==> config.mk <==
export PLATFORM = sky130hd
export DESIGN_NAME = col_fifo
export DESIGN_NICKNAME = d
export VERILOG_FILES = /design/src/hw/rtl/col_pkg.sv /design/src/hw/rtl/col_fifo.sv
export SDC_FILE = /design/constraint.sdc
export NUM_CORES = 1
export LEC_CHECK = 0
export BUFFER_PORTS_ARGS = -buffer_cell sky130_fd_sc_hd__buf_2
export CORE_AREA = 2 2 315 317
export CTS_CLUSTER_SIZE = 28
export DETAILED_ROUTE_END_ITERATION = 7
export DIE_AREA = 0 0 317 319
export GPL_TIMING_DRIVEN = 0
export PLACE_DENSITY = 0.49
export SLEW_MARGIN = 0
export SYNTH_ARGS = -nofsm -noshare
export SYNTH_HDL_FRONTEND = slang
export SYNTH_SLANG_ARGS = --single-unit
export TNS_END_PERCENT = 100
==> constraint.sdc <==
create_clock -name clk -period 5.05 [get_ports clk]
set_clock_uncertainty 0.05 [all_clocks]
set_input_delay 0.7575 -clock clk [delete_from_list [all_inputs] [get_ports clk]]
set_output_delay 0.7575 -clock clk [all_outputs]
set_load 0.05 [all_outputs]
==> src/hw/rtl/col_pkg.sv <==
// Shared constants, types and datapath step functions for the circle obstacle path block.
// Used by col_front, col_fifo, col_back and the top level. Depends on nothing.
package col_pkg;

	localparam int COORD_BITS = 14;
	localparam int FRAC_BITS  = 12;
	localparam int RAD_BITS   = COORD_BITS - 1;
	localparam int DIF_BITS   = COORD_BITS + 1;
	localparam int PRD_BITS   = 2 * DIF_BITS;
	localparam int SUM_BITS   = PRD_BITS + 1;
	localparam int MAG_BITS   = PRD_BITS;
	localparam int R2_BITS    = 2 * RAD_BITS;

	localparam int SQ_PAIRS   = MAG_BITS / 2;
	localparam int SQRT_STEPS = SQ_PAIRS + FRAC_BITS;
	localparam int ROOT_BITS  = SQRT_STEPS;
	localparam int REM_BITS   = ROOT_BITS + 2;

	localparam int LEN_BITS     = 29;
	localparam int ANG_BITS     = 30;
	localparam int CORDIC_STEPS = 30;
	localparam int NORM_BITS    = 41;
	localparam int NORM_STEPS   = $clog2(NORM_BITS);
	localparam int CX_BITS      = NORM_BITS + 3;
	localparam int QA_BITS      = ANG_BITS + 1;
	localparam int Z_BITS       = ANG_BITS + 2;
	localparam int THETA_BITS   = ANG_BITS + 2;
	localparam int PROD_BITS    = RAD_BITS + THETA_BITS;
	localparam int ARC_RND_SH   = ANG_BITS - FRAC_BITS;

	localparam int NUM_LANES   = 3;
	localparam int QUEUE_DEPTH = 4;
	localparam int QPTR_BITS   = $clog2(QUEUE_DEPTH);
	localparam int BACK_STAGES = SQRT_STEPS + NORM_STEPS + CORDIC_STEPS + 4;

	localparam logic [THETA_BITS-1:0] PI_Q      = 32'd3373259426;
	localparam logic [QA_BITS-1:0]    HALF_PI_Q = 31'd1686629713;

	localparam logic [QA_BITS-1:0] ATAN_TAB [CORDIC_STEPS] = '{
		31'd843314857, 31'd497837829, 31'd263043837, 31'd133525159, 31'd67021687,
		31'd33543516, 31'd16775851, 31'd8388437, 31'd4194283, 31'd2097149,
		31'd1048576, 31'd524288, 31'd262144, 31'd131072, 31'd65536,
		31'd32768, 31'd16384, 31'd8192, 31'd4096, 31'd2048,
		31'd1024, 31'd512, 31'd256, 31'd128, 31'd64,
		31'd32, 31'd16, 31'd8, 31'd4, 31'd2
	};

	// classified query, front to back
	typedef struct packed {
		logic                straight;
		logic [RAD_BITS-1:0] r;
		logic [MAG_BITS-1:0] d2;
		logic [MAG_BITS-1:0] ta;
		logic [MAG_BITS-1:0] tb;
		logic [MAG_BITS-1:0] crs;
		logic [MAG_BITS-1:0] dcm;
		logic                dcneg;
	} item_t;

	typedef struct packed {
		logic full;
		logic empty;
	} q_stat_t;

	typedef struct packed {
		logic                straight;
		logic [RAD_BITS-1:0] r;
		logic [MAG_BITS-1:0] crs;
		logic [MAG_BITS-1:0] dcm;
		logic                dcneg;
	} sqsb_t;

	typedef struct packed {
		logic                 straight;
		logic [RAD_BITS-1:0]  r;
		logic [ROOT_BITS-1:0] d2r;
		logic [ROOT_BITS-1:0] t1;
		logic [ROOT_BITS-1:0] t2;
		logic                 dcneg;
		logic [NUM_LANES-1:0] zero;
	} cosb_t;

	typedef struct packed {
		logic [MAG_BITS-1:0]  x;
		logic [REM_BITS-1:0]  rem;
		logic [ROOT_BITS-1:0] root;
	} sq_t;

	typedef struct packed {
		logic [NORM_BITS-1:0] x;
		logic [NORM_BITS-1:0] y;
	} nv_t;

	typedef struct packed {
		logic signed [CX_BITS-1:0] x;
		logic signed [CX_BITS-1:0] y;
		logic signed [Z_BITS-1:0]  z;
	} cs_t;

	function automatic logic [MAG_BITS-1:0] mag(input logic signed [SUM_BITS-1:0] v);
		logic signed [SUM_BITS-1:0] n;
		n = -v;
		return v[SUM_BITS-1] ? MAG_BITS'(n) : MAG_BITS'(v);
	endfunction

	// one restoring square root step: bring down the next bit pair
	function automatic sq_t sqrt_step(input sq_t s);
		sq_t                 o;
		logic [REM_BITS-1:0] rem2;
		logic [REM_BITS-1:0] trial;
		rem2  = {s.rem[REM_BITS-3:0], s.x[MAG_BITS-1 -: 2]};
		trial = {s.root, 2'b01};
		o.x   = s.x << 2;
		if (rem2 >= trial) begin
			o.rem  = rem2 - trial;
			o.root = {s.root[ROOT_BITS-2:0], 1'b1};
		end else begin
			o.rem  = rem2;
			o.root = {s.root[ROOT_BITS-2:0], 1'b0};
		end
		return o;
	endfunction

	// one stage of the leading-zero shift: test the top sh bits, shift both if clear
	function automatic nv_t norm_step(input nv_t v, input int k);
		nv_t o;
		int  sh;
		sh = 1 << (NORM_STEPS - 1 - k);
		o  = v;
		if (((v.x | v.y) >> (NORM_BITS - sh)) == '0) begin
			o.x = v.x << sh;
			o.y = v.y << sh;
		end
		return o;
	endfunction

	function automatic cs_t cordic_step(input cs_t s, input int i);
		cs_t                       o;
		logic signed [CX_BITS-1:0] cx;
		logic signed [CX_BITS-1:0] cy;
		logic signed [Z_BITS-1:0]  za;
		cx = s.x;
		cy = s.y;
		za = $signed({1'b0, ATAN_TAB[i]});
		if (!cy[CX_BITS-1]) begin
			o.x = cx + (cy >>> i);
			o.y = cy - (cx >>> i);
			o.z = s.z + za;
		end else begin
			o.x = cx - (cy >>> i);
			o.y = cy + (cx >>> i);
			o.z = s.z - za;
		end
		return o;
	endfunction

	function automatic logic [QA_BITS-1:0] clamp_ang(input logic signed [Z_BITS-1:0] z,
			input logic zero);
		if (zero || z[Z_BITS-1])
			return '0;
		if (z > $signed({1'b0, HALF_PI_Q}))
			return HALF_PI_Q;
		return z[QA_BITS-1:0];
	endfunction

endpackage

==> src/hw/rtl/col_fifo.sv <==
// Short queue of classified queries between front and back.
// Uses col_pkg for item_t, q_stat_t and the queue depth (a power of two).
module col_fifo (
	input  logic             clk,
	input  logic             arst_n,
	input  logic             push,
	input  col_pkg::item_t   push_item,
	input  logic             pop,
	output col_pkg::item_t   head,
	output col_pkg::q_stat_t q_stat
);
	import col_pkg::*;

	item_t                mem_q [QUEUE_DEPTH];
	logic [QPTR_BITS-1:0] wr_q, rd_q;
	logic [QPTR_BITS:0]   cnt_q;

	assign q_stat.full  = (cnt_q == (QPTR_BITS+1)'(QUEUE_DEPTH));
	assign q_stat.empty = (cnt_q == '0);
	assign head         = mem_q[rd_q];

	always_ff @(posedge clk or negedge arst_n) begin
		if (!arst_n) begin
			wr_q  <= '0;
			rd_q  <= '0;
			cnt_q <= '0;
		end else begin
			if (push)
				wr_q <= wr_q + 1'b1;
			if (pop)
				rd_q <= rd_q + 1'b1;
			if (push && !pop)
				cnt_q <= cnt_q + 1'b1;
			else if (pop && !push)
				cnt_q <= cnt_q - 1'b1;
		end
	end

	always_ff @(posedge clk) begin
		if (push)
			mem_q[wr_q] <= push_item;
	end

	a_no_overflow: assert property (@(posedge clk) disable iff (!arst_n)
		!(push && q_stat.full && !pop)) else $error("queue written while full");
	a_no_underflow: assert property (@(posedge clk) disable iff (!arst_n)
		!(pop && q_stat.empty)) else $error("queue read while empty");
	a_cnt_range: assert property (@(posedge clk) disable iff (!arst_n)
		cnt_q <= (QPTR_BITS+1)'(QUEUE_DEPTH)) else $error("queue count out of range");

endmodule

==> impl_results.md <==
- GRT overflow: 0
- Multi-input logic area: 3930 um2
- GRT Util Overall: 10.8%
- Required time of the critical path: 4.24 ns
- WL/cell: 20.3 um
- Worst path cell trace: clkbuf_1 > buf_8 > buf_2 > mux4_2 > buf_2
- Synthesized flop and latch total: 667
- Most frequent CP cell: buf_2
- H-tree levels: 3
- Average size of a mapped cell: 27.0 um2
- CTS Buf Count: 76
- Total number of yosys warnings: 0
- Die ar.: 101000 um2
- # fillers: 9362
- Mapped Cells: 896
- First-pass GRT wire length: 79700 um
- Unrepaired setup endpoints after global routing: no
- Initial drt markers: 551
- Sequential area share after synthesis: 82.6%
- WHS: 0.287 ns
- Reg clk slew, reported paths: 0.06 ns
- Root Buffer: clkbuf_16
- Largest net degree at the start of global routing: 52
- Synth-to-Final Area Change: 25.0%
- Core Region: 97700 um2
- Tmin final: 3.59 ns
- Die Height: 319 um
- Vias/cell: 4.13
- Worst skew pair latency: 0.63 ns
- CTS tree: done
- Slowest CP cell: clkbuf_1
- HPWL Detailed: 34700 um
- Via count: 11000
- Final setup viols: 0
- Netlist cell types: 21
- Maximum fanout along the worst path: 10
- CTS resizes: 0
- Rows: 115
- Total Power: 20.7 mW
- Power density cells: 682 nW/um2
- Antenna Nets Post-Route: 0
- Slowest stage delay, CP: 0.47 ns
- Flop pwr share: 35.9%
- Commonest non-fill, non-tap cell in the layout: edfxtp_1
- WS Path Type: flip-flop to output port
- Nets: 1498
- Adder-cell share of the synthesized area: 0.341%
- Comb pwr share: 38.7%
- Post-Synth Simple-Gate Area: 0.202%
- I/O Buffers: 335
- Tightest Pin Transition: 0.831 ns
- Placer congestion estimate: 0.677
- Hold Vio Cnt, Final: 0
- Antenna violations before repair: 13
- Share of cells above drive strength 1: 47.6%
- Commonest non-fill, non-tap cells in the layout: edfxtp_1, buf_2, mux4_2
- Clk buf depth: 3
- Post-Syn Nets: 1071
- Clk sinks: 667
- Total Wirelength: 54200 um
- CP delay by family, top: buffers and inverters
- LEAKAGE: 10.1 nW
- Worst hold path type: primary input to flip-flop
- Sw Share: 38.6%
- Crit path launch type: flip-flop
- Synth Cell Area: 24200 um2
- DRC viols: 0
- Status: complete, no violations
- CTS hold repair buffers: 1
- Fmax: 0.279 GHz
- Post-synthesis mux area share: 15.4%
- Detailed Routing Iterations Pass 1: 4
- Max Cap Viol: 0
- DIE WIDTH: 317 um
- Max-slew headroom: 44.6%
- Maximum vdd drop: 0.377 mV
- Fin crit share: 71.0%
- Power share of the clock group: 25.4%
- Worst Setup End Kind: output port
- Crit path buf inv count: 4
- # Post-CTS Setup Buffers: 0
- Largest family of logic cells by synthesized area: multiplexers
- Internal power: 12.7 mW
- I/O pin count: 336
- WP data arrival: 2.78 ns
- Post-synthesis compound-gate area fraction: 0.0207%
- Vias in the first global route: 12000
- P_sw: 7.96 mW
- Starting Density: 24.8%
- Xor/xnor share of the synthesized area: 0.217%
- Max Slew Vio Count: 0
- Seq. cell area: 20000 um2
-- worst paths after layout --
kind	startpoint	to	slack, ns	cells past startpoint
min	push_item[1]	mem_q[1][1]	0.29	1
min in group asynchronous	arst_n	rd_q[1]	0.48	2
min reg2reg	cnt_q[2]	cnt_q[2]	0.44	1
max	rd_q[1]	head[14]	1.46	5
max reg2reg	wr_q[0]	mem_q[2][73]	2.79	5
max in group asynchronous	arst_n	cnt_q[1]	4.30	2
-- flip-flops by register name (all words and copies together), names as in the netlist --
| name | cells |
|---|---|
| mem_q | 660 |
| rd_q | 2 |
| wr_q | 2 |
| cnt_q | 3 |
-- per-stage QoR --
step / cell area [um2] / util [%] / TNS [ns] / worst slack [ns] / std cells
after floorplan: 24200 / - / 0 / 1.76 / 896
after global placement: 27500 / 28.2 / -288.63 / -0.480 / 2518
after detailed placement: 27900 / 28.5 / 0 / 1.95 / 2531
after CTS: 30300 / 31.0 / 0 / 1.22 / 2665
after global routing: 30300 / 31.0 / 0 / 1.20 / 2666
final: 30300 / 31.0 / 0 / 1.46 / 2668
-- logic make-up after synthesis --
group	count (synthesis)
fa+ha+maj	6
flops	667
buf+inv	41
compound gates	1
mux	166
xor+xnor	6
simple gates	9
-- final cells by class --
type / count / area share (%)
multi-input combinational: 188 / 13.0
buffer: 37 / 0.951
clock buffer: 92 / 6.69
clock inverter: 41 / 1.21
antenna: 3 / 0.0248
inverter: 4 / 0.0496
timing repair buffer: 349 / 6.71
sequential: 667 / 66.1
tap: 1287 / 5.32
-- power groups by stage --
| stage | Combinational, mW | Sequential (mW) | Clock, mW |
|---|---|---|---|
| floorplan | 5.96 | 7.56 | 0 |
| global placement | 8.04 | 7.69 | 0 |
| detailed placement | 8.23 | 7.55 | 0 |
| CTS | 8.25 | 7.44 | 5.46 |
| global route | 8.47 | 7.50 | 5.67 |
| finish | 7.99 | 7.42 | 5.24 |
-- Yosys cell counts, drive strengths merged --
cell type	number	area, um2
and2	4	25.0
buf	35	280
clkbuf	2	7.51
dfrtp	7	175
edfxtp	660	19800
fa	1	20.0
ha	5	62.6
inv	4	15.0
mux2	1	11.3
mux4	165	3720
nand2	2	7.51
nor2	1	3.75
nor3	1	5.00
nor3b	1	7.51
o21ai	1	5.00
xnor2	2	17.5
xor2	4	35.0
-- per-layer routing --
| metal | track usage [%] | part of all wire, % | vias to the layer above |
|---|---|---|---|
| met1 | 12.9 | 40 | 5827 |
| met2 | 17.5 | 49 | 294 |
| met5 | 0 | 0.22 | - |
| met3 | 4.37 | 8.7 | 88 |
| li1 | - | - | 4794 |
| met4 | 3.73 | 2.2 | 18 |
(Power assumes the default switching activity.)
